===== src/hw/rtl/mwm_pkg.sv =====
// ----------------------------------------------------------------------------
// mwm_pkg
// shared types, codes and helpers of the maze wall map
// ----------------------------------------------------------------------------
package mwm_pkg;

	localparam int MAZE_DIM_DEF = 8;
	localparam int COORD_W = 6;

	typedef logic [1:0] mark_t;
	localparam mark_t MARK_OPEN = 2'd0;
	localparam mark_t MARK_WALL = 2'd1;
	localparam mark_t MARK_UNKNOWN = 2'd2;

	typedef enum logic [1:0] {
		DIR_RIGHT = 2'd0,
		DIR_DOWN = 2'd1,
		DIR_LEFT = 2'd2,
		DIR_UP = 2'd3
	} dir_t;

	typedef enum logic [1:0] {
		SIDE_LEFT = 2'd0,
		SIDE_FRONT = 2'd1,
		SIDE_RIGHT = 2'd2,
		SIDE_BEHIND = 2'd3
	} side_t;

	typedef enum logic [2:0] {
		S_CLEAR,
		S_IDLE,
		S_RD0,
		S_RD1,
		S_WR0,
		S_WR1,
		S_DONE
	} state_t;

	typedef struct packed {
		logic clear;
		logic accept;
		logic rd0;
		logic rd1;
		logic wr0;
		logic wr1;
		logic done;
	} mwm_cmd_t;

	typedef struct packed {
		logic clr_last;
		logic out_free;
	} mwm_sts_t;

	// which sensor looks at a wall in a given direction for a given heading
	function automatic side_t side_of(input dir_t dir, input logic [1:0] hd);
		logic [1:0] d;
		d = 2'(dir);
		return side_t'(2'(d - hd + 2'd1));
	endfunction

	function automatic mark_t sensed_mark(input logic [2:0] seen, input side_t side);
		mark_t m;
		case (side)
			SIDE_LEFT: m = seen[0] ? MARK_WALL : MARK_OPEN;
			SIDE_FRONT: m = seen[1] ? MARK_WALL : MARK_OPEN;
			SIDE_RIGHT: m = seen[2] ? MARK_WALL : MARK_OPEN;
			default: m = MARK_UNKNOWN;
		endcase
		return m;
	endfunction

endpackage


===== src/hw/rtl/mwm_ctrl.sv =====
// ----------------------------------------------------------------------------
// mwm_ctrl
// sequencer: clearing pass after reset, then read, write and report steps
// ----------------------------------------------------------------------------
module mwm_ctrl
	import mwm_pkg::*;
(
	input  logic     clk,
	input  logic     arst_n,
	input  logic     item_valid,
	output logic     item_ready,
	input  mwm_sts_t sts,
	output mwm_cmd_t cmd
);

	state_t state_q;
	state_t state_d;

	always_ff @(posedge clk or negedge arst_n) begin
		if (!arst_n) begin
			state_q <= S_CLEAR;
		end else begin
			state_q <= state_d;
		end
	end

	always_comb begin
		state_d = state_q;
		cmd = '0;
		item_ready = 1'b0;
		case (state_q)
			S_CLEAR: begin
				cmd.clear = 1'b1;
				if (sts.clr_last) begin
					state_d = S_IDLE;
				end
			end
			S_IDLE: begin
				item_ready = 1'b1;
				if (item_valid) begin
					cmd.accept = 1'b1;
					state_d = S_RD0;
				end
			end
			S_RD0: begin
				cmd.rd0 = 1'b1;
				state_d = S_RD1;
			end
			S_RD1: begin
				cmd.rd1 = 1'b1;
				state_d = S_WR0;
			end
			S_WR0: begin
				cmd.wr0 = 1'b1;
				state_d = S_WR1;
			end
			S_WR1: begin
				cmd.wr1 = 1'b1;
				state_d = S_DONE;
			end
			S_DONE: begin
				if (sts.out_free) begin
					cmd.done = 1'b1;
					state_d = S_IDLE;
				end
			end
			default: begin
				state_d = S_IDLE;
			end
		endcase
	end

	a_clear_runs: assert property (@(posedge clk) disable iff (!arst_n)
		state_q == S_CLEAR && !sts.clr_last |=> state_q == S_CLEAR)
		else $error("clearing pass left early");

	a_one_cmd: assert property (@(posedge clk) disable iff (!arst_n)
		$onehot0(cmd))
		else $error("more than one command at once");

	a_wr_seq: assert property (@(posedge clk) disable iff (!arst_n)
		cmd.wr0 |=> cmd.wr1)
		else $error("second write step missing");

endmodule


===== src/hw/rtl/mwm_dp.sv =====
// ----------------------------------------------------------------------------
// mwm_dp
// map memories, item registers, wall merge and result register
// ----------------------------------------------------------------------------
module mwm_dp
	import mwm_pkg::*;
#(
	parameter int MAZE_DIM = MAZE_DIM_DEF
) (
	input  logic       clk,
	input  logic       arst_n,
	input  mwm_cmd_t   cmd,
	output mwm_sts_t   sts,
	input  logic       req_type,
	input  logic [2:0] row,
	input  logic [2:0] col,
	input  logic [1:0] heading,
	input  logic [2:0] walls_seen,
	output logic       result_valid,
	input  logic       result_ready,
	output logic       open_right,
	output logic       open_left,
	output logic       open_down,
	output logic       open_up,
	output logic       cell_visited,
	output logic       at_goal
);

	localparam int CELLS = MAZE_DIM * MAZE_DIM;
	localparam int AW = $clog2(CELLS);
	localparam int GOAL_HI = MAZE_DIM / 2;
	localparam int GOAL_LO = GOAL_HI - 1;

	mark_t vert_mem [CELLS];
	mark_t horiz_mem [CELLS];
	logic  vis_mem [CELLS];

	logic          req_q;
	logic [2:0]    row_q;
	logic [2:0]    col_q;
	logic [1:0]    hd_q;
	logic [2:0]    seen_q;
	logic [AW-1:0] clr_q;
	mark_t         vert_rd_q;
	mark_t         horiz_rd_q;
	logic          vis_rd_q;
	mark_t         mr_q;
	mark_t         md_q;
	mark_t         ml_q;
	mark_t         mu_q;
	logic          vis_q;
	logic          result_valid_q;
	logic          open_right_q;
	logic          open_left_q;
	logic          open_down_q;
	logic          open_up_q;
	logic          cell_visited_q;
	logic          at_goal_q;

	logic [COORD_W-1:0] row_x;
	logic [COORD_W-1:0] col_x;
	logic          in_map;
	logic          in_r;
	logic          in_l;
	logic          in_d;
	logic          in_u;
	logic          upd;
	logic          goal;
	logic [AW-1:0] idx_c;
	logic [AW-1:0] idx_l;
	logic [AW-1:0] idx_u;
	side_t         side_r;
	side_t         side_l;
	side_t         side_d;
	side_t         side_u;
	logic          we_r;
	logic          we_l;
	logic          we_d;
	logic          we_u;
	mark_t         eff_r;
	mark_t         eff_l;
	mark_t         eff_d;
	mark_t         eff_u;
	logic [AW-1:0] vert_ra;
	logic [AW-1:0] horiz_ra;
	logic          vert_we;
	logic          horiz_we;
	logic          vis_we;
	logic [AW-1:0] vert_wa;
	logic [AW-1:0] horiz_wa;
	mark_t         vert_wd;
	mark_t         horiz_wd;
	logic          vis_wd;

	// item fields and cell geometry
	always_comb begin
		row_x = COORD_W'(row_q);
		col_x = COORD_W'(col_q);
		in_map = (row_x < COORD_W'(MAZE_DIM)) && (col_x < COORD_W'(MAZE_DIM));
		in_r = col_x < COORD_W'(MAZE_DIM - 1);
		in_l = col_q != 3'd0;
		in_d = row_x < COORD_W'(MAZE_DIM - 1);
		in_u = row_q != 3'd0;
		upd = !req_q && in_map;
		goal = (row_x == COORD_W'(GOAL_HI) || row_x == COORD_W'(GOAL_LO)) &&
			(col_x == COORD_W'(GOAL_HI) || col_x == COORD_W'(GOAL_LO));
		idx_c = AW'(int'(row_q) * MAZE_DIM + int'(col_q));
		idx_l = idx_c - AW'(1);
		idx_u = idx_c - AW'(MAZE_DIM);
		side_r = side_of(DIR_RIGHT, hd_q);
		side_l = side_of(DIR_LEFT, hd_q);
		side_d = side_of(DIR_DOWN, hd_q);
		side_u = side_of(DIR_UP, hd_q);
		we_r = upd && in_r && (side_r != SIDE_BEHIND);
		we_l = upd && in_l && (side_l != SIDE_BEHIND);
		we_d = upd && in_d && (side_d != SIDE_BEHIND);
		we_u = upd && in_u && (side_u != SIDE_BEHIND);
		eff_r = we_r ? sensed_mark(seen_q, side_r) : mr_q;
		eff_l = we_l ? sensed_mark(seen_q, side_l) : ml_q;
		eff_d = we_d ? sensed_mark(seen_q, side_d) : md_q;
		eff_u = we_u ? sensed_mark(seen_q, side_u) : mu_q;
	end

	// memory port steering
	always_comb begin
		vert_ra = cmd.rd1 ? idx_l : idx_c;
		horiz_ra = cmd.rd1 ? idx_u : idx_c;
		vert_we = 1'b0;
		horiz_we = 1'b0;
		vis_we = 1'b0;
		vert_wa = idx_c;
		horiz_wa = idx_c;
		vert_wd = MARK_UNKNOWN;
		horiz_wd = MARK_UNKNOWN;
		vis_wd = 1'b1;
		if (cmd.clear) begin
			vert_we = 1'b1;
			horiz_we = 1'b1;
			vis_we = 1'b1;
			vert_wa = clr_q;
			horiz_wa = clr_q;
			vis_wd = 1'b0;
		end else if (cmd.wr0) begin
			vert_we = we_r;
			horiz_we = we_d;
			vis_we = upd;
			vert_wd = eff_r;
			horiz_wd = eff_d;
		end else if (cmd.wr1) begin
			vert_we = we_l;
			horiz_we = we_u;
			vert_wa = idx_l;
			horiz_wa = idx_u;
			vert_wd = eff_l;
			horiz_wd = eff_u;
		end
	end

	always_ff @(posedge clk) begin
		if (vert_we) begin
			vert_mem[vert_wa] <= vert_wd;
		end
		if (horiz_we) begin
			horiz_mem[horiz_wa] <= horiz_wd;
		end
		if (vis_we) begin
			vis_mem[cmd.clear ? clr_q : idx_c] <= vis_wd;
		end
		vert_rd_q <= vert_mem[vert_ra];
		horiz_rd_q <= horiz_mem[horiz_ra];
		vis_rd_q <= vis_mem[idx_c];
	end

	// item word and captured marks
	always_ff @(posedge clk) begin
		if (cmd.accept) begin
			req_q <= req_type;
			row_q <= row;
			col_q <= col;
			hd_q <= heading;
			seen_q <= walls_seen;
		end
		if (cmd.rd1) begin
			mr_q <= vert_rd_q;
			md_q <= horiz_rd_q;
			vis_q <= vis_rd_q;
		end
		if (cmd.wr0) begin
			ml_q <= vert_rd_q;
			mu_q <= horiz_rd_q;
		end
	end

	always_ff @(posedge clk or negedge arst_n) begin
		if (!arst_n) begin
			clr_q <= '0;
		end else if (cmd.clear) begin
			clr_q <= sts.clr_last ? '0 : clr_q + AW'(1);
		end
	end

	// result word register
	always_ff @(posedge clk or negedge arst_n) begin
		if (!arst_n) begin
			result_valid_q <= 1'b0;
		end else if (cmd.done) begin
			result_valid_q <= 1'b1;
		end else if (result_ready) begin
			result_valid_q <= 1'b0;
		end
	end

	always_ff @(posedge clk) begin
		if (cmd.done) begin
			open_right_q <= in_map && in_r && (eff_r == MARK_OPEN);
			open_left_q <= in_map && in_l && (eff_l == MARK_OPEN);
			open_down_q <= in_map && in_d && (eff_d == MARK_OPEN);
			open_up_q <= in_map && in_u && (eff_u == MARK_OPEN);
			cell_visited_q <= in_map && (upd || vis_q);
			at_goal_q <= in_map && goal;
		end
	end

	assign sts.clr_last = clr_q == AW'(CELLS - 1);
	assign sts.out_free = !result_valid_q || result_ready;
	assign result_valid = result_valid_q;
	assign open_right = open_right_q;
	assign open_left = open_left_q;
	assign open_down = open_down_q;
	assign open_up = open_up_q;
	assign cell_visited = cell_visited_q;
	assign at_goal = at_goal_q;

	a_no_overwrite: assert property (@(posedge clk) disable iff (!arst_n)
		cmd.done |-> !result_valid_q || result_ready)
		else $error("pending result word overwritten");

	a_visit_once_per_item: assert property (@(posedge clk) disable iff (!arst_n)
		vis_we && !cmd.clear |-> cmd.wr0 && !req_q)
		else $error("visited mark written outside update step");

	a_open_in_map: assert property (@(posedge clk) disable iff (!arst_n)
		cmd.done |=> !(open_left_q && $past(col_q) == 3'd0))
		else $error("left passage reported across border");

endmodule


===== src/hw/rtl/maze_wall_map_core.sv =====
// ----------------------------------------------------------------------------
// maze_wall_map_core
// wall map of a square maze: visited marks, inner wall marks, neighbor report
//
//  channel   direction  handshake                     word
//  item      in         item_valid / item_ready       req_type row col heading walls_seen
//  result    out        result_valid / result_ready   open_* cell_visited at_goal
//
//  one item at a time: accept, two reads, two writes and the result step, set by
//  one read and one write port per map memory
//  after reset a clearing pass over all MAZE_DIM*MAZE_DIM cells runs, item_ready low
//  the result register holds one word; a stalled result holds the block in its
//  last step, and the next item can be taken while the word waits
// ----------------------------------------------------------------------------
module maze_wall_map_core
	import mwm_pkg::*;
#(
	parameter int MAZE_DIM = MAZE_DIM_DEF
) (
	input  logic       clk,
	input  logic       arst_n,
	input  logic       item_valid,
	output logic       item_ready,
	input  logic       req_type,
	input  logic [2:0] row,
	input  logic [2:0] col,
	input  logic [1:0] heading,
	input  logic [2:0] walls_seen,
	output logic       result_valid,
	input  logic       result_ready,
	output logic       open_right,
	output logic       open_left,
	output logic       open_down,
	output logic       open_up,
	output logic       cell_visited,
	output logic       at_goal
);

	mwm_cmd_t cmd;
	mwm_sts_t sts;

	mwm_ctrl u_ctrl (
		.clk        (clk),
		.arst_n     (arst_n),
		.item_valid (item_valid),
		.item_ready (item_ready),
		.sts        (sts),
		.cmd        (cmd)
	);

	mwm_dp #(
		.MAZE_DIM (MAZE_DIM)
	) u_dp (
		.clk          (clk),
		.arst_n       (arst_n),
		.cmd          (cmd),
		.sts          (sts),
		.req_type     (req_type),
		.row          (row),
		.col          (col),
		.heading      (heading),
		.walls_seen   (walls_seen),
		.result_valid (result_valid),
		.result_ready (result_ready),
		.open_right   (open_right),
		.open_left    (open_left),
		.open_down    (open_down),
		.open_up      (open_up),
		.cell_visited (cell_visited),
		.at_goal      (at_goal)
	);

endmodule

===== config.mk =====
export PLATFORM = sky130hd
export DESIGN_NAME = maze_wall_map_core
export DESIGN_NICKNAME = d
export VERILOG_FILES = /design/src/hw/rtl/mwm_pkg.sv /design/src/hw/rtl/mwm_ctrl.sv /design/src/hw/rtl/mwm_dp.sv /design/src/hw/rtl/maze_wall_map_core.sv
export SDC_FILE = /design/constraint.sdc
export NUM_CORES = 1
export LEC_CHECK = 0
export BUFFER_PORTS_ARGS = -buffer_cell sky130_fd_sc_hd__buf_2
export CORE_ASPECT_RATIO = 0.6
export CORE_UTILIZATION = 45
export DETAILED_ROUTE_END_ITERATION = 12
export PLACE_DENSITY_LB_ADDON = 0.2
export REMOVE_ABC_BUFFERS = 1
export SLEW_MARGIN = 5
export SYNTH_ARGS = -nofsm -noshare
export SYNTH_HDL_FRONTEND = slang
export SYNTH_SLANG_ARGS = --single-unit

===== constraint.sdc =====
create_clock -name clk -period 7.2 [get_ports clk]
set_input_delay 0.36 -clock clk [delete_from_list [all_inputs] [get_ports clk]]
set_output_delay 0.36 -clock clk [all_outputs]
set_load 0.05 [all_outputs]

Word level (Yosys, flattened, before mapping)
Memory sizes are Yosys's and may differ from the RTL's. A register that Yosys moved wholly into a read port is not among the register bits.
Index checks and enable logic that the tools add are counted.
{ "op_classes": {"n_addsub": 12, "n_mul": 0, "div_mod_pow": 0, "n_lt_le_gt_ge": 2, "eq_ne": 26, "shift": 0, "muxes": 57, "bitwise": 0, "n_reduce_logical": 32} }
{ "op_table": {"columns": ["cell", "count"], "rows": [
  ["$mux W6", 10],
  ["$mux W1", 29],
  ["$pmux W2 S3", 4],
  ["$pmux W3 S7", 1],
  ["$mux W2", 10],
  ["$logic_not A2 Y1", 8],
  ["$eq A3 B3 Y1 const B", 5],
  ["$logic_and A1 B1 Y1", 13],
  ["$eq A3 B2 Y1 const B", 4],
  ["$ne A2 B2 Y1 const B", 6],
  ["$mux W3", 3],
  ["$add A2 B1 Y2 const B", 4],
  ["$eq A2 B1 Y1 const B", 4],
  ["$eq A2 B2 Y1 const B", 4],
  ["$add A6 B1 Y6 const B", 1],
  ["$add A6 B3 Y6", 1],
  ["$eq A6 B6 Y1 const B", 1],
  ["$lt A3 B3 Y1 const B", 2],
  ["$reduce_bool A3 Y1", 2],
  ["$sub A6 B1 Y6 const B", 1],
  ["$sub A6 B4 Y6 const B", 1],
  ["$logic_or A1 B1 Y1", 4],
  ["$sub A1 B2 Y2 const A", 2],
  ["$sub A2 B2 Y2 const A", 2],
  ["6 further kinds", 7]
]} }
{ "word_totals": {"reg_bits": 37, "latchBits": 0, "ramBits": 320, "mem_bits_ro": 0, "inputBits": 16, "output_inout_bits": 8, "word_cells": 151, "memories": 3} }
{ "mem_list": {"columns": ["name", "words", "width", "read_ports", "rd_clocked_by_memory_dff", "write_ports", "line", "text"], "rows": [
  ["u_dp.horiz_mem", 64, 2, 1, 1, 1, "mwm_dp.sv:35", "mark_t horiz_mem [CELLS];"],
  ["u_dp.vert_mem", 64, 2, 1, 1, 1, "mwm_dp.sv:34", "mark_t vert_mem [CELLS];"],
  ["u_dp.vis_mem", 64, 1, 1, 1, 1, "mwm_dp.sv:36", "logic vis_mem [CELLS];"]
]} }

Longest topological paths before layout
Gate-level depths: netlist (run 1).
{ "depth": {"ltp_word": 9, "ltp_mapped": 14} }

Modules after synthesis
From an unflattened synthesis (run 1), not the netlist that was laid out.
{ "unflattened": {"hier_cells": 1164, "area_unflattened_um2": 16881.2} }
{ "by_module_without_submodules": {"columns": ["mod", "n_inst", "cells_per_inst", "area_per_inst_um2", "seq_area_each_um2"], "rows": [
  ["mwm_dp", 1, 1129, 16579.7, 10695.3],
  ["mwm_ctrl", 1, 35, 301.5, 75.1]
]} }

Worst setup path before layout (run 1)
No wires, ideal clock.
{ "synth_timing": {"path_kind": "reg2reg", "startpoint": "reg u_dp.col_q[0]", "endpoint": "mem u_dp.vert_mem[0][0] in the netlist's numbering, data pin", "setup_time_ns": 0.500, "arrival_ns": 3.533, "slack_ns": 3.167, "stages_incl_launch_ff": 11, "period_less_slack_ns": 4.033, "path_cell_list": "edfxtp_1 -> buf_6 -> buf_4 -> inv_1 -> buf_2 -> ha_1 -> nor2b_1 -> nor3_1 -> mux2i_1 -> mux2_2 -> nor2_1"} }
{ "synth_between": {"elab_chain_cells": 7, "elab_cells_between_ends": 11, "cone_classes": "order compare: 1; mux: 5; reduce/logical: 5"} }
{ "synth_rtl": {"columns": ["element", "line", "text"], "rows": [
  ["from (decl)", "mwm_dp.sv:40", "logic [2:0] col_q;"],
  ["from (signal assigned)", "mwm_dp.sv:179", "col_q <= col;"],
  ["branches (longest 5 deep; another with $lt A3 B3 Y1)", null, null],
  ["$mux W2 *", "mwm_dp.sv:143", "end else if (cmd.wr0) begin"],
  ["$mux W2 *", "mwm_dp.sv:136", "if (cmd.clear) begin"],
  ["net u_dp.vert_wd[0]", "mwm_dp.sv:91", "mark_t vert_wd;"],
  ["to (decl)", "mwm_dp.sv:34", null]
]} }
Mark *: on every way through the listed nets, which the timed path passes.

Final worst setup path (run 1)
{ "layout_timing": {"startpoint": "reg u_ctrl.state_q[0]", "endpoint": "reg u_dp.vert_rd_q[0], read port of u_dp.vert_mem"} }
{ "layout_between": {"elab_chain_cells": 3} }
{ "layout_rtl": {"columns": ["element", "line", "text"], "rows": [
  ["from (decl)", "mwm_ctrl.sv:16", "state_t state_q;"],
  ["from (signal assigned)", "mwm_ctrl.sv:23", "state_q <= state_d;"],
  ["$eq A3 B2 Y1", "mwm_ctrl.sv:31", "case (state_q)"],
  ["$mux W1", "mwm_ctrl.sv:31", null],
  ["$mux W6", "mwm_dp.sv:126", "vert_ra = cmd.rd1 ? idx_l : idx_c;"],
  ["to (decl)", "mwm_dp.sv:44", "mark_t vert_rd_q;"]
]} }
No other way between the ends.
A chain may end at the register's enable or synchronous reset.

==> flow_metrics.py, run 1 <==
metrics = {
    "status": {
        "run_status": "finished, final reports clean",
    },
    "clock_network": {
        "clkTransAtPathRegs_ps": 70,
        "root_buffer": "sky130_fd_sc_hd__clkbuf_16",
        "clock_latency_ps": 560,
        "cts_htree_levels": 2,
        "clock_sinks": 362,
        "numCtsBuffers": 36,
        "tritoncts": "done",
        "cts.path.max_buffers": 3,
    },
    "final_layout": {
        "drive_gt1_share_pct": 16.0,
        "layout_commonest_cell": "sky130_fd_sc_hd__edfxtp_1",
        "commonest_cells_after_routing_fill_and_taps_aside": "sky130_fd_sc_hd__edfxtp_1, sky130_fd_sc_hd__nor2_1, sky130_fd_sc_hd__nand2_1, sky130_fd_sc_hd__mux4_2, sky130_fd_sc_hd__mux2i_1",
        "final_design_area_no_fill_um2": 18900,
        "syn_to_final_growth_pct": 10.8,
        "num-nets-final": 1252,
        "antenna-diode-count": 0,
    },
    "sta": {
        "timing_hold_violations_final": 0,
        "final_period_minus_worst_setup_slack_ps": 4130,
        "setup_slack_ps": 3070,
        "period_share_pct": 57.4,
        "setup_viol_count_final": 0,
        "timing.max_slew.rel_slack_pct": 30.2,
        "maxClockFrequency_mhz": 242,
        "fin_skew_ps": 32.4,
        "rsz0062_at_grt": "false",
        "fin_tns_setup_ps": 0,
        "finalMaxSlewViolations": 0,
        "tightest_slew_ps": 1040,
    },
    "synthesis": {
        "postSynthRegisterBits": 362,
        "post_synth_num_cell_types": 79,
        "async_reset_ff_share_pct": 2.76,
        "synthesis.area_um2": 17000,
        "post_synth.cell_area_avg_um2": 14.1,
        "synth_sequential_area_ratio_pct": 63.3,
        "ys.warnings.count": 0,
        "synth-main-ff-cell": "sky130_fd_sc_hd__edfxtp_1",
        "synth_edf_count": 347,
        "syn-instance-count": 1207,
    },
    "floorplanning": {
        "rows": 54,
        "die_h_um": 153,
        "placeableCoreArea_um2": 36800,
        "floorplan.die_area_um2": 38600,
        "floorplan.initialDensity_pct": 46.3,
        "die_w_um": 253,
        "io-pin-count": 24,
    },
    "global_routing": {
        "grt.met1_usage_pct": 37.5,
        "groute.layer.met3.usage_pct": 6.06,
        "grt_pass1_vias": 10400,
        "grt_remaining_overflow": 0,
        "maximum_number_of_pins_on_one_net_before_global_route_repair": 73,
        "grt-busiest-layer": "met1",
        "track_usage_pct": 22.4,
        "grt_first_pass_wirelength_mm": 64.5,
        "antenna_found_initial": 0,
        "grt_util_met2_pct": 28.3,
    },
    "critical_path": {
        "crit_path_end_kind": "flip-flop",
        "worstPathMaxFanout": 36,
        "crit_type": "reg2reg",
        "worst-endpoint-required_ps": 7590,
        "worst_ep_arrival_time_ps": 4530,
        "kind_of_start_point_of_the_critical_path": "flip-flop",
    },
    "job": {
        "maxCapViolations": 0,
    },
    "placement": {
        "finalWeightedCongestion": 0.848,
        "preCtsSetupSlack_ps": 3240,
        "place.detailed.hpwl_mm": 27.5,
        "post_place_instance_area_um2": 17500,
        "placement.io_buffers": 23,
    },
    "power": {
        "power.ir.vdd_worst_v": 0.000176,
        "static-leakage-power_nw": 6.07,
        "power_density_nw_per_um2": 361,
    },
    "routing": {
        "wirelength_mm": 42.9,
        "vias_per_cell": 6.15,
        "dr_iter_0_viols": 1246,
        "antenna_left": 0,
        "detail_route.wl_per_cell_um": 24.4,
        "dr_vias": 10800,
        "remaining_drc_errors": 0,
        "first_pass_iters": 5,
    },
    "hold_path": {
        "worstHoldPathType": "in2reg",
    },
}
power breakdown:
group / switching, mW / total, mW / leakage, nW / internal [mW]
clock network: 0.814 / 1.97 / 0.601 / 1.16
registers: 0.111 / 2.79 / 3.29 / 2.68
logic: 1.46 / 2.05 / 2.18 / 0.587
final cells by class:
class                           instances  area, um^2
Timing Repair Buffer                   51         358
Clock inverter                         20         284
Inverter                               11        41.3
Multi-Input combinational cell        767        5830
Fill cell                            3065       17900
Tap cell                              504         631
Clock buffer                           44         941
Sequential cell                       362       10800
per-stage QoR:
stage / total power [mW] / hold WS (ps) / utilization (%) / std cells
2_1_floorplan: 4.15 / 64.4 / - / 1140
3_3_place_gp: 4.82 / 268 / 47.6 / 1682
3_5_place_dp: 4.83 / 270 / 47.6 / 1682
4_1_cts: 6.81 / 157 / 51.3 / 1759
5_1_grt: 7.09 / 202 / 51.3 / 1759
6_report: 6.80 / 184 / 51.3 / 1759
cells in the mapped netlist (3+ instances only):
master / n / area share (%)
sky130_fd_sc_hd__buf_2: 24 / 0.71
sky130_fd_sc_hd__nor3_1: 14 / 0.41
sky130_fd_sc_hd__o211ai_1: 5 / 0.22
sky130_fd_sc_hd__nand2b_1: 5 / 0.18
sky130_fd_sc_hd__o22a_1: 16 / 0.82
sky130_fd_sc_hd__buf_6: 7 / 0.46
sky130_fd_sc_hd__inv_1: 6 / 0.13
sky130_fd_sc_hd__mux2_2: 14 / 0.93
sky130_fd_sc_hd__xnor2_1: 4 / 0.21
sky130_fd_sc_hd__nand2_1: 98 / 2.2
sky130_fd_sc_hd__dfxtp_1: 5 / 0.59
sky130_fd_sc_hd__dfrtp_1: 10 / 1.5
sky130_fd_sc_hd__inv_2: 3 / 0.066
sky130_fd_sc_hd__nand4_1: 5 / 0.18
sky130_fd_sc_hd__edfxtp_1: 347 / 61
sky130_fd_sc_hd__and2_1: 4 / 0.15
sky130_fd_sc_hd__nand3_1: 16 / 0.47
sky130_fd_sc_hd__ha_1: 7 / 0.51
sky130_fd_sc_hd__buf_1: 6 / 0.13
sky130_fd_sc_hd__mux4_2: 66 / 8.7
sky130_fd_sc_hd__o31ai_1: 4 / 0.18
sky130_fd_sc_hd__nor2_1: 240 / 5.3
sky130_fd_sc_hd__a31oi_1: 8 / 0.29
sky130_fd_sc_hd__o22ai_1: 37 / 1.4
sky130_fd_sc_hd__clkbuf_1: 17 / 0.37
sky130_fd_sc_hd__nor3b_1: 4 / 0.18
sky130_fd_sc_hd__mux2i_1: 50 / 2.9
sky130_fd_sc_hd__nor4b_1: 3 / 0.15
sky130_fd_sc_hd__o221ai_1: 23 / 1.2
sky130_fd_sc_hd__a211oi_1: 6 / 0.26
sky130_fd_sc_hd__o311ai_0: 4 / 0.21
sky130_fd_sc_hd__nor2b_1: 13 / 0.48
sky130_fd_sc_hd__nand2_2: 5 / 0.18
sky130_fd_sc_hd__mux4_1: 14 / 2.2
sky130_fd_sc_hd__o21ai_0: 22 / 0.65
sky130_fd_sc_hd__a21oi_1: 22 / 0.65
sky130_fd_sc_hd__and3_1: 8 / 0.29
sky130_fd_sc_hd__buf_4: 12 / 0.53
worst max-delay path, cell delays in order (launching register included):
cell and delay, ps:
sky130_fd_sc_hd__dfrtp_1 470, sky130_fd_sc_hd__buf_4 310, sky130_fd_sc_hd__nand3b_4 530, sky130_fd_sc_hd__inv_2 730
sky130_fd_sc_hd__nand2_2 460, sky130_fd_sc_hd__o22a_1 390, sky130_fd_sc_hd__o22ai_1 180, sky130_fd_sc_hd__nor3_1 70
sky130_fd_sc_hd__nor4_1 690, sky130_fd_sc_hd__nor4_1 110
cells by family (layout without fill, tap and decap cells):
group	Yosys count	after routing	share of synthesized area, %
adder cells (fa/ha/maj)	7	7	0.515
flip-flops	362	362	63.3
buffers and inverters	78	126	2.57
XOR/XNOR	5	5	0.301
AO/OA/AOI/OAI	174	174	7.32
multiplexers	144	144	14.8
AND/OR/NAND/NOR	437	437	11.3
metal layers:
metal / vias up / routed length, um
met2: 532 / 16700
met1: 5493 / 21100
met4: 0 / 628
met5: - / 0
li1: 4743 / -
met3: 50 / 4460
flip-flops by register name, indices dropped and copies added (netlist names), 3 cells and up:
name	count
u_ctrl.state_q	3
u_dp.vert_mem	128
u_dp.seen_q	3
u_dp.col_q	3
u_dp.clr_q	6
u_dp.row_q	3
u_dp.vis_mem	64
u_dp.horiz_mem	128
worst paths after layout:
path	start	endpoint	slack (ps)	cells after the start
worst max-delay path	u_ctrl.state_q[0]	u_dp.vert_rd_q[0]	3070	9
worst min-delay path	result_ready	u_dp.result_valid	180	3
worst max register to register	u_ctrl.state_q[0]	u_dp.vert_rd_q[0]	3070	9
worst min register to register	u_dp.vis_rd_q	u_dp.vis_q	410	0
max in group asynchronous	arst_n	u_dp.clr_q[0]	6700	2
min in group asynchronous	arst_n	u_dp.clr_q[5]	240	2
what timing repair did:
item                                   CTS  global route
buffers inserted                         0             0
gates resized for setup                  0             0
endpoints found under the hold margin   22             0
hold buffers                            13             0
Note: power is estimated with default switching activity, not from simulation.
==> run 2: changes to the inputs <==
==> constraint.sdc (replaced) <==
create_clock -name clk -period 3.4 [get_ports clk]
set_input_delay 0.17 -clock clk [delete_from_list [all_inputs] [get_ports clk]]
set_output_delay 0.17 -clock clk [all_outputs]
set_load 0.05 [all_outputs]
==> run 2 against run 1 <==
Sequential power increased by 110%; worst hold slack got worse by 140 ps; largest cell class unchanged; highest routed layer unchanged; critical endpoint unchanged; flip-flop and latch count stayed put; combinational power rose by 120%.
==> flow_metrics.py, run 2 (synthesis results as in run 1) <==
metrics = {
    "status": {
        "run_status": "finished, final reports clean",
    },
    "routing": {
        "dr_iter_0_viols": 1235,
        "antenna_left": 0,
        "vias_per_cell": 6.04,
        "detail_route.wl_per_cell_um": 24.2,
        "wirelength_mm": 43.2,
        "dr_vias": 10800,
        "first_pass_iters": 5,
        "remaining_drc_errors": 0,
    },
    "global_routing": {
        "grt_remaining_overflow": 0,
        "grt_first_pass_wirelength_mm": 65.4,
        "track_usage_pct": 22.6,
        "grt_pass1_vias": 10400,
        "maximum_number_of_pins_on_one_net_before_global_route_repair": 67,
        "antenna_found_initial": 0,
    },
    "final_layout": {
        "layout_commonest_cell": "sky130_fd_sc_hd__edfxtp_1",
        "top_registers": "u_dp.horiz_mem: 128 flops, u_dp.vert_mem: 128 flops, u_dp.vis_mem: 64 flops",
        "syn_to_final_growth_pct": 11.8,
        "drive_gt1_share_pct": 17.6,
        "num-nets-final": 1277,
        "antenna-diode-count": 0,
        "commonest_cells_after_routing_fill_and_taps_aside": "sky130_fd_sc_hd__edfxtp_1, sky130_fd_sc_hd__nor2_1, sky130_fd_sc_hd__nand2_1, sky130_fd_sc_hd__mux4_2, sky130_fd_sc_hd__mux2i_1",
        "final_design_area_no_fill_um2": 19000,
        "filler_cell_count": 3124,
    },
    "power": {
        "power.ir.vdd_worst_v": 0.000319,
        "total_power_mw": 14.4,
        "static-leakage-power_nw": 6.17,
        "power_density_nw_per_um2": 755,
    },
    "critical_path": {
        "crit_path_end_kind": "flip-flop",
        "reg2reg_setup_slack_ps": 210,
        "worst_ep_arrival_time_ps": 3560,
        "capture_point_of_the_worst_reg_to_reg_path": "u_dp.vert_rd_q[0]",
        "kind_of_start_point_of_the_critical_path": "flip-flop",
        "regToRegStartpoint": "u_ctrl.state_q[2]",
        "crit_type": "reg2reg",
        "r2r.worst_path.cells": 8,
        "worst-endpoint-required_ps": 3780,
        "worstPathMaxFanout": 18,
    },
    "hold_path": {
        "whs_path_depth": 3,
        "hold_path_startpoint": "item_valid",
        "endpoint_of_the_worst_hold_path": "u_ctrl.state_q[1]",
        "worstHoldPathType": "in2reg",
    },
    "clock_network": {
        "cts_htree_levels": 2,
        "tritoncts": "done",
        "clkTransAtPathRegs_ps": 60,
        "root_buffer": "sky130_fd_sc_hd__clkbuf_16",
        "clock_sinks": 362,
        "numCtsBuffers": 36,
        "clock_latency_ps": 540,
        "cts_repair_resize_count": 0,
        "cts.path.max_buffers": 3,
    },
    "sta": {
        "period_share_pct": 93.7,
        "timing.max_slew.rel_slack_pct": 47.1,
        "timing_hold_violations_final": 0,
        "finalMaxSlewViolations": 0,
        "setup_viol_count_final": 0,
        "tightest_slew_ps": 793,
        "fin_skew_ps": 18.1,
        "final_period_minus_worst_setup_slack_ps": 3190,
        "maxClockFrequency_mhz": 314,
        "rsz0062_at_grt": "false",
    },
    "floorplanning": {
        "io-pin-count": 24,
        "floorplan.die_area_um2": 38600,
        "die_w_um": 253,
        "floorplan.initialDensity_pct": 46.3,
        "die_h_um": 153,
        "placeableCoreArea_um2": 36800,
        "rows": 54,
    },
    "placement": {
        "place.detailed.hpwl_mm": 28.3,
        "post_place_instance_area_um2": 17700,
        "placement.io_buffers": 23,
        "finalWeightedCongestion": 0.898,
    },
    "job": {
        "maxCapViolations": 0,
    },
}
[run 2: cell count changes in the layout (fill, tap and decap cells not counted), sizes merged, moves of 2 or more]
cell      previous run  this run
inv                 10        13
bufinv               6         3
buf                 38        62
clkbuf              44        42
clkinv              15        17
clkinvlp             0         2
[run 2: layout make-up]
class                           instances  area, um^2  area share, %
Timing Repair Buffer                   76         598           3.14
Clock buffer                           42         923           4.85
Multi-Input combinational cell        767        5830           30.6
Inverter                               11        41.3          0.217
Tap cell                              504         631           3.32
Sequential cell                       362       10800           56.6
Clock inverter                         24         230           1.21
[run 2: critical path: stages, from the launching register on]
cell and delay [ps]:
sky130_fd_sc_hd__dfrtp_1 620, sky130_fd_sc_hd__nand3b_4 260, sky130_fd_sc_hd__inv_2 190, sky130_fd_sc_hd__nand2_2 400
sky130_fd_sc_hd__o22a_1 380, sky130_fd_sc_hd__o22ai_1 130, sky130_fd_sc_hd__nor3_1 430, sky130_fd_sc_hd__nor4_1 120
sky130_fd_sc_hd__nor4_1 470
[run 2: metrics by stage]
step,instances,setup TNS (ps),util (%),setup slack (ps),hold WS [ps]
after detailed placement,1706,0,48.2,289,78.0
final,1786,0,51.8,214,46.4
after global placement,1706,0,48.2,219,82.6
after CTS,1786,0,51.8,244,25.4
after floorplan,1140,-1265110,-,-4490,-126
after global routing,1786,0,51.8,32.7,88.4
[run 2: timing repair]
| action | 4_1_cts | 5_1_grt |
|---|---|---|
| buffers inserted | 0 | 0 |
| hold endpoints to repair | 23 | 0 |
| hold buffers | 14 | 0 |
[run 2: worst max-delay path by stage]
stage	startpoint	slack (ps)	end	cells after the start
after floorplan	u_dp.col_q[0]	-4490	u_dp.vert_mem[0][0]	7
after detailed placement	u_dp.row_q[1]	290	u_dp.horiz_mem[46][1]	8
after global routing	u_dp.col_q[1]	30	u_dp.vert_rd_q[0]	9
after CTS	u_dp.col_q[1]	240	u_dp.vert_rd_q[0]	9
after global placement	u_dp.col_q[1]	220	u_dp.vert_rd_q[0]	9
final	u_ctrl.state_q[2]	210	u_dp.vert_rd_q[0]	8
[run 2: where the power goes]
part / leakage (nW) / switching (mW) / internal (mW)
sequential: 3.29 / 0.234 / 5.66
clock: 0.564 / 1.75 / 2.21
combinational: 2.32 / 3.13 / 1.38
total: 6.17 / 5.12 / 9.25
[run 2: layer usage]
layer  track usage [%]  wire length (um)  vias to the layer above
li1                  -                 -                     4801
met1              38.3             21500                     5452
met2              28.3             16800                      500
met3              5.79              4420                       41
met4              4.04               498                        0
met5                 0                 0                        -
